==> src/rtl/bqsd_pkg.sv <==
// ----------------------------------------------------------------------------
// bqsd_pkg
// Types, constants and codes shared by the message queue with selective drop.
// ----------------------------------------------------------------------------
package bqsd_pkg;

  // Store geometry; slot arithmetic wraps by truncation, so QUEUE_SLOTS is
  // kept a power of two.
  localparam int QUEUE_SLOTS   = 512;
  localparam int SLOT_W        = $clog2(QUEUE_SLOTS);
  localparam int CNT_W         = SLOT_W + 1;
  localparam int MAX_MSG_BYTES = 3;

  localparam int LEN_W    = 2;
  localparam int BYTE_W   = 8;
  localparam int STATUS_W = 3;
  localparam int FILL_W   = 10;
  localparam int SOFT_W   = 10;
  localparam int CMP_W    = (CNT_W > SOFT_W) ? CNT_W : SOFT_W;

  // Configuration port
  localparam int CFG_IDX_W  = 2;
  localparam int CFG_DATA_W = 10;
  localparam logic [CFG_IDX_W-1:0] REG_SOFT_LIMIT  = 2'd0;
  localparam logic [CFG_IDX_W-1:0] REG_DROP_CODE_A = 2'd1;
  localparam logic [CFG_IDX_W-1:0] REG_DROP_CODE_B = 2'd2;

  localparam logic [SOFT_W-1:0] SOFT_LIMIT_RESET  = 10'd256;
  localparam logic [BYTE_W-1:0] DROP_CODE_A_RESET = 8'h02;
  localparam logic [BYTE_W-1:0] DROP_CODE_B_RESET = 8'h20;
  localparam logic [LEN_W-1:0]  DROP_MIN_LEN      = 2'd2;

  // Item modes
  localparam logic MODE_PUSH = 1'b0;
  localparam logic MODE_POP  = 1'b1;

  // Result status codes
  localparam logic [STATUS_W-1:0] ST_PUSHED      = 3'd0;
  localparam logic [STATUS_W-1:0] ST_PUSHED_DROP = 3'd1;
  localparam logic [STATUS_W-1:0] ST_PUSHED_OVER = 3'd2;
  localparam logic [STATUS_W-1:0] ST_REJECTED    = 3'd3;
  localparam logic [STATUS_W-1:0] ST_POPPED      = 3'd4;
  localparam logic [STATUS_W-1:0] ST_EMPTY       = 3'd5;

  typedef struct packed {
    logic              mode;
    logic [LEN_W-1:0]  msg_len;
    logic [BYTE_W-1:0] msg_first;
    logic [BYTE_W-1:0] msg_second;
    logic [BYTE_W-1:0] msg_third;
  } in_item_t;

  typedef struct packed {
    logic [STATUS_W-1:0] status;
    logic [LEN_W-1:0]    out_len;
    logic [BYTE_W-1:0]   out_first;
    logic [BYTE_W-1:0]   out_second;
    logic [BYTE_W-1:0]   out_third;
    logic [FILL_W-1:0]   fill_level;
  } out_item_t;

  typedef struct packed {
    logic [LEN_W-1:0]  len;
    logic [BYTE_W-1:0] b1;
    logic [BYTE_W-1:0] b2;
    logic [BYTE_W-1:0] b3;
  } entry_t;

  localparam int ENTRY_W = $bits(entry_t);

  // Controller to datapath
  typedef struct packed {
    logic                load_in;    // capture the accepted item
    logic                pop_rd;     // read the head slot
    logic                pop_done;   // advance head, drop one from the count
    logic                scan_init;  // restart the scan pointer
    logic                scan_step;  // read at the scan pointer and advance it
    logic                mark_hole;  // hole sits one behind the scan pointer
    logic                move;       // write the read data into the hole
    logic                cnt_dec;    // account for the dropped message
    logic                append;     // write the new message at the tail
    logic                emit;       // load the result register
    logic [STATUS_W-1:0] status;
  } dp_cmd_t;

  // Datapath to controller
  typedef struct packed {
    logic empty;
    logic full;
    logic at_limit;
    logic more;        // scan pointer still below the count
    logic data_valid;  // read data belongs to the scan
    logic found;       // read data is a droppable message
  } dp_stat_t;

  function automatic entry_t make_entry(input in_item_t item);
    entry_t           e;
    logic [LEN_W-1:0] len;
    len  = (item.msg_len > LEN_W'(MAX_MSG_BYTES)) ? LEN_W'(MAX_MSG_BYTES)
                                                  : item.msg_len;
    e.len = len;
    e.b1  = (len >= 2'd1) ? item.msg_first  : '0;
    e.b2  = (len >= 2'd2) ? item.msg_second : '0;
    e.b3  = (len >= 2'd3) ? item.msg_third  : '0;
    return e;
  endfunction

endpackage

==> src/rtl/bqsd_ctrl.sv <==
// ----------------------------------------------------------------------------
// bqsd_ctrl
// Sequencer for push, scan for a droppable message, compaction and pop.
// ----------------------------------------------------------------------------
module bqsd_ctrl import bqsd_pkg::*; (
  input  logic     clk,
  input  logic     rst_n,
  input  logic     start,
  input  logic     in_mode,
  input  dp_stat_t stat,
  output dp_cmd_t  cmd,
  output logic     busy
);

  localparam logic [2:0] S_IDLE    = 3'd0;
  localparam logic [2:0] S_SCAN    = 3'd1;
  localparam logic [2:0] S_COMPACT = 3'd2;
  localparam logic [2:0] S_APPEND  = 3'd3;
  localparam logic [2:0] S_POP     = 3'd4;

  logic [2:0] state_r, state_nxt;
  logic       over_r, over_nxt;
  logic       drop_r, drop_nxt;

  always_comb begin
    cmd       = '0;
    state_nxt = state_r;
    over_nxt  = over_r;
    drop_nxt  = drop_r;
    unique case (state_r)
      S_IDLE: begin
        if (start) begin
          cmd.load_in = 1'b1;
          if (in_mode == MODE_POP) begin
            if (stat.empty) begin
              cmd.emit   = 1'b1;
              cmd.status = ST_EMPTY;
            end else begin
              cmd.pop_rd = 1'b1;
              state_nxt  = S_POP;
            end
          end else begin
            over_nxt = stat.at_limit;
            drop_nxt = 1'b0;
            if (stat.at_limit) begin
              cmd.scan_init = 1'b1;
              state_nxt     = S_SCAN;
            end else begin
              state_nxt = S_APPEND;
            end
          end
        end
      end
      S_SCAN: begin
        cmd.scan_step = 1'b1;
        if (stat.found) begin
          cmd.mark_hole = 1'b1;
          state_nxt     = S_COMPACT;
        end else if (!stat.more) begin
          state_nxt = S_APPEND;
        end
      end
      S_COMPACT: begin
        cmd.scan_step = 1'b1;
        if (stat.data_valid) begin
          cmd.move = 1'b1;
        end else begin
          cmd.cnt_dec = 1'b1;
          drop_nxt    = 1'b1;
          state_nxt   = S_APPEND;
        end
      end
      S_APPEND: begin
        cmd.emit  = 1'b1;
        state_nxt = S_IDLE;
        if (stat.full) begin
          cmd.status = ST_REJECTED;
        end else begin
          cmd.append = 1'b1;
          cmd.status = drop_r ? ST_PUSHED_DROP : (over_r ? ST_PUSHED_OVER : ST_PUSHED);
        end
      end
      S_POP: begin
        cmd.emit     = 1'b1;
        cmd.pop_done = 1'b1;
        cmd.status   = ST_POPPED;
        state_nxt    = S_IDLE;
      end
      default: begin
        state_nxt = S_IDLE;
      end
    endcase
  end

  always_ff @(posedge clk) begin
    if (!rst_n) begin
      state_r <= S_IDLE;
      over_r  <= 1'b0;
      drop_r  <= 1'b0;
    end else begin
      state_r <= state_nxt;
      over_r  <= over_nxt;
      drop_r  <= drop_nxt;
    end
  end

  assign busy = (state_r != S_IDLE);

endmodule

==> config.mk <==
export PLATFORM = sky130hd
export DESIGN_NAME = bqsd_ctrl
export DESIGN_NICKNAME = d
export VERILOG_FILES = /design/src/rtl/bqsd_pkg.sv /design/src/rtl/bqsd_ctrl.sv
export SDC_FILE = /design/constraint.sdc
export NUM_CORES = 1
export LEC_CHECK = 0
export BUFFER_PORTS_ARGS = -buffer_cell sky130_fd_sc_hd__buf_2
export CORE_UTILIZATION = 25
export DETAILED_ROUTE_END_ITERATION = 8
export PLACE_DENSITY = 0.6
export SLEW_MARGIN = 20
export SYNTH_ARGS = -nofsm -noshare
export SYNTH_HDL_FRONTEND = slang
export SYNTH_SLANG_ARGS = --single-unit
export TNS_END_PERCENT = 5
==> constraint.sdc <==
create_clock -name clk -period 1.9 [get_ports clk]
set_clock_uncertainty 0.2 [all_clocks]
set_input_delay 0.19 -clock clk [delete_from_list [all_inputs] [get_ports clk]]
set_output_delay 0.19 -clock clk [all_outputs]
set_load 0.01 [all_outputs]
### Yosys cells after proc, flatten, opt, wreduce, memory -nomap -nowiden

Index checks and enable logic that the tools add are counted.

* register bits: 5
* output and inout port bits: 14
* word-level logic and storage cells: 56

* eq/ne operators: 9
* multiplexer cells: 36
* bitwise gates (word level): 1
* reductions and logical operators: 7

Operators with widths (count)
* 3-bit 2-to-1 mux: 6
* 1-bit 2-to-1 mux: 17
* 2-bit 2-to-1 mux: 7
* 4-bit 2-to-1 mux: 3
* 4-bit one-hot mux with 3 select lines: 1
* 3-bit one-hot mux with 3 select lines: 1
* 4-bit AND reduction: 2
* 3-bit by 2-bit equality test with 1-bit output, second input constant: 2
* 2-bit != test, second input constant: 3
* 3-bit != test, second input constant: 2
* 3-bit by 1-bit equality test with 1-bit output, second input constant: 1
* 3-bit equality test, second input constant: 1
* 3-bit zero test: 1
* 3-bit AND reduction: 1
* 3-bit nonzero test: 1
* 1-bit one-hot mux with 2 select lines: 1
* 2-bit nonzero test: 1
* 2-bit OR reduction: 1
* 1-bit NOT: 1

### Logic depth before layout (Yosys ltp)

* depth after elaboration: 4
* depth in mapped cells: 4
* depth with buffers taken out: 3

### Worst setup path after synthesis

OpenSTA, ideal clock, no wires.

* path kind: register -> output
* start: reg state_r[2]
* end: out cmd[9] (netlist name)
* arrival: 1.126 ns
* data required time: 1.510 ns
* slack: 0.384 ns
* cell stages (with the launch flop): 4
* path buffers: 0
* cells stage by stage: dfxtp_1 > nor4b_4 > and2b_2 > and2_1

RTL lines
* from (decl): RTL line bqsd_ctrl.sv:21 `logic [2:0] state_r, state_nxt;`
* from (signal assigned): RTL line bqsd_ctrl.sv:101 `state_r <= state_nxt;`
* to (decl): RTL line bqsd_ctrl.sv:11 `output dp_cmd_t cmd,`

==> run_results.csv <==
group,metric,value,unit
sta,layout_worst_path_cycle_share,94.2,%
floorplan,die_w,41.8,um
sta,grt_setup_unrepaired,"false",
worst_hold_path,worstHoldPathType,"primary input to register",
routing,drcViolationCount,0,
final_layout,layout_commonest_cell,"buf_2",
final_layout,design.final.nets,93,
setup_path,critPathCaptureType,"primary output",
final_layout,final_cell_count_no_fill,98,
setup_path,worstPathCellList,"nor4b_4 > and2b_2 > and2_1 > buf_2",
global_routing,grt_antenna_before_repair,0,
sta,timing.final.setup_violations,0,
placed_design,io_buffer_count,23,
clock_network,cts.reportedPaths.clkPinSlew,0.05,ns
final_layout,fin_util,39.7,%
clock_network,cts_tree,"built",
final_layout,sequential_area,105,um2
global_routing,grt_use_total,10.6,%
global_routing,grtUsageMet2,12.8,%
floorplan,die_y,41.8,um
global_routing,number_of_global_route_vias_before_repair,335,
synthesis,postSynthRegisterBits,5,
final_layout,final.fill_count,154,
setup_path,worst_setup_start_kind,"register",
placed_design,total_cell_area_at_the_placement_stage,527,um2
clock_network,insertion_delay,0.24,ns
clock_network,clock_tree.root_cell,"clkbuf_4",
global_routing,grt.met3_usage,1.74,%
synthesis,postSynthCellCount,52,
global_routing,met1_usage,16.1,%
sta,fin_hold_ws,0.0302,ns
final_layout,finish.instance_area,591,um2
placed_design,numPlacedInstances,90,
final_layout,antenna_cells_inserted,0,
routing,route.detailed.vias_per_inst,4.39,
sta,timing_hold_violations_final,0,
global_routing,gr-max-usage-layer,"met1",
flow_run,max_cap_violations,0,
synthesis,yosys.cell_types.count,26,
clock_network,numCtsBuffers,3,
final_layout,multiInputGateArea,269,um2
clock_network,numClockSinks,5,
floorplan,initial_utilization,26.6,%
routing,post_drt_wl_per_cell,9.60,um
routing,drtAntennaViolNets,0,
clock_network,h-tree-depth,1,
sta,fin_crit,1.79,ns
routing,totalWireLength,941,um
routing,vias,430,
setup_path,required,1.51,ns
setup_path,worstPathMaxFanout,8,
final_layout,layout-drive-gt1-share,43.9,%
final_layout,layout-area-overhead-vs-synth,48.9,%
sta,final_max_slew_viol_count,0,
clock_network,clk_path_buf_depth,2,
synthesis,synth_flop_cell,"dfxtp_1",
setup_path,path_class,"register to primary output",
sta,worst_slew_margin_rel,81.1,%
power,worst_ir_drop_vdd,0.000274,V
floorplan,core,1490,um2
global_routing,globalRouteOverflowTotal,0,
placed_design,hpwlAfterDp,729,um
power,pwrdens,684,nW/um2
final_layout,layout.cells.most_common_list,"23 x buf_2, 8 x nand2_1, 7 x nor2_1",
sta,max_slew.worst_pin.slew,0.283,ns
global_routing,grt_start_max_net_pins,14,
routing,detailedRoute.firstPassIterationCount,4,
sta,max_clock_freq,559,MHz
run_status,outcome,"finished, final reports clean",
sta,setup_tns,0,ns
global_routing,grt_first_pass_wirelength,1.41,mm
synthesis,syn_nets,62,
floorplan,num_rows,14,
synthesis,synth.avg_cell_area,7.63,um2
synthesis,netlist_area,397,um2
setup_path,worst_path_max_delay_cell,"dfxtp_4",
setup_path,slowest_delay,0.36,ns
synthesis,synth-edff-count,0,
synthesis,async_flop_share,0,%
floorplan,design.portCount,24,
routing,drt_iter0_markers,11,
placed_design,place.gp.congestion,0.747,
power,leakage,0.000320,uW
setup_path,worst-endpoint-arrival,1.40,ns
synthesis,yosysWarnings,0,
floorplan,die_area,1750,um2
synthesis,synth_sequential_area_ratio,25.2,%
final timing paths:
path                                  from         end  slack [ns]  cells after the start
worst max register to register  state_r[1]  state_r[1]        0.44                      4
worst max-delay path            state_r[0]      cmd[9]        0.11                      4
worst min register to register      drop_r      drop_r        0.27                      2
worst min-delay path               stat[3]      over_r        0.03                      3
routing by layer:
layer | up-vias | wire (um)
met3 | 0 | 48
met2 | 12 | 402
li1 | 241 | -
met1 | 177 | 491
met5 | - | 0
met4 | 0 | 0
what timing repair did:
action,CTS,global route
endpoints found under the setup margin,0,4
gates resized for setup,0,3
endpoints found under the hold margin,1,0
hold buffers,1,0
setup buffers,0,3
sequential cells by signal (all words and copies together) (netlist names):
signal,count
state_r,3
over_r,1
drop_r,1
Yosys cell counts (all sizes together), types with 2 or more instances:
master  number  area share [%]
nor4b        2             9.8
a21oi        2             2.5
inv          4             3.8
o21ai        3             3.8
nor2b        2             3.2
dfxtp        5              25
nand2        8             7.6
nor3b        2             5.0
and2         2             3.2
nor2         7             6.6
nand3        3             3.8
buf          2             3.2
kinds of logic after synthesis:
family | count (synthesis) | synth area share [%]
AOI/OAI and AO/OA | 8 | 13.2
xor gates and xnor gates | 1 | 2.21
buffers and inverters | 6 | 6.94
DFF | 5 | 25.2
muxes | 1 | 2.52
and+or+nand+nor | 31 | 49.8
stage by stage:
step | total power, uW | worst slack [ns]
after floorplan | 222 | 0.384
after global placement | 270 | 0.336
after detailed placement | 271 | 0.290
after CTS | 400 | 0.0255
after global routing | 438 | 0.0155
final | 404 | 0.110
area by class of cell:
type	instances	share of cell area (%)
clock buffers	4	4.45
inverters	4	2.54
multi-input cells	41	45.6
flip-flops and latches	5	17.8
well taps	16	3.39
repair buffers	28	26.3
where the power goes:
part           switching [uW]  total (uW)  internal (uW)  leakage [uW]
Combinational            74.3         153           78.6      0.000263
Clock                    43.2         123           79.4     0.0000150
Sequential               13.0         129            116     0.0000420
Total                     130         404            274      0.000320
worst max-delay path, delay by kind of cell (launching register included):
kind | cells | cell delay, ns
AND/OR/NAND/NOR | 3 | 0.68
flip-flops | 1 | 0.36
buffers and inverters | 1 | 0.12
No activity file was read; power rests on OpenSTA's default activity.
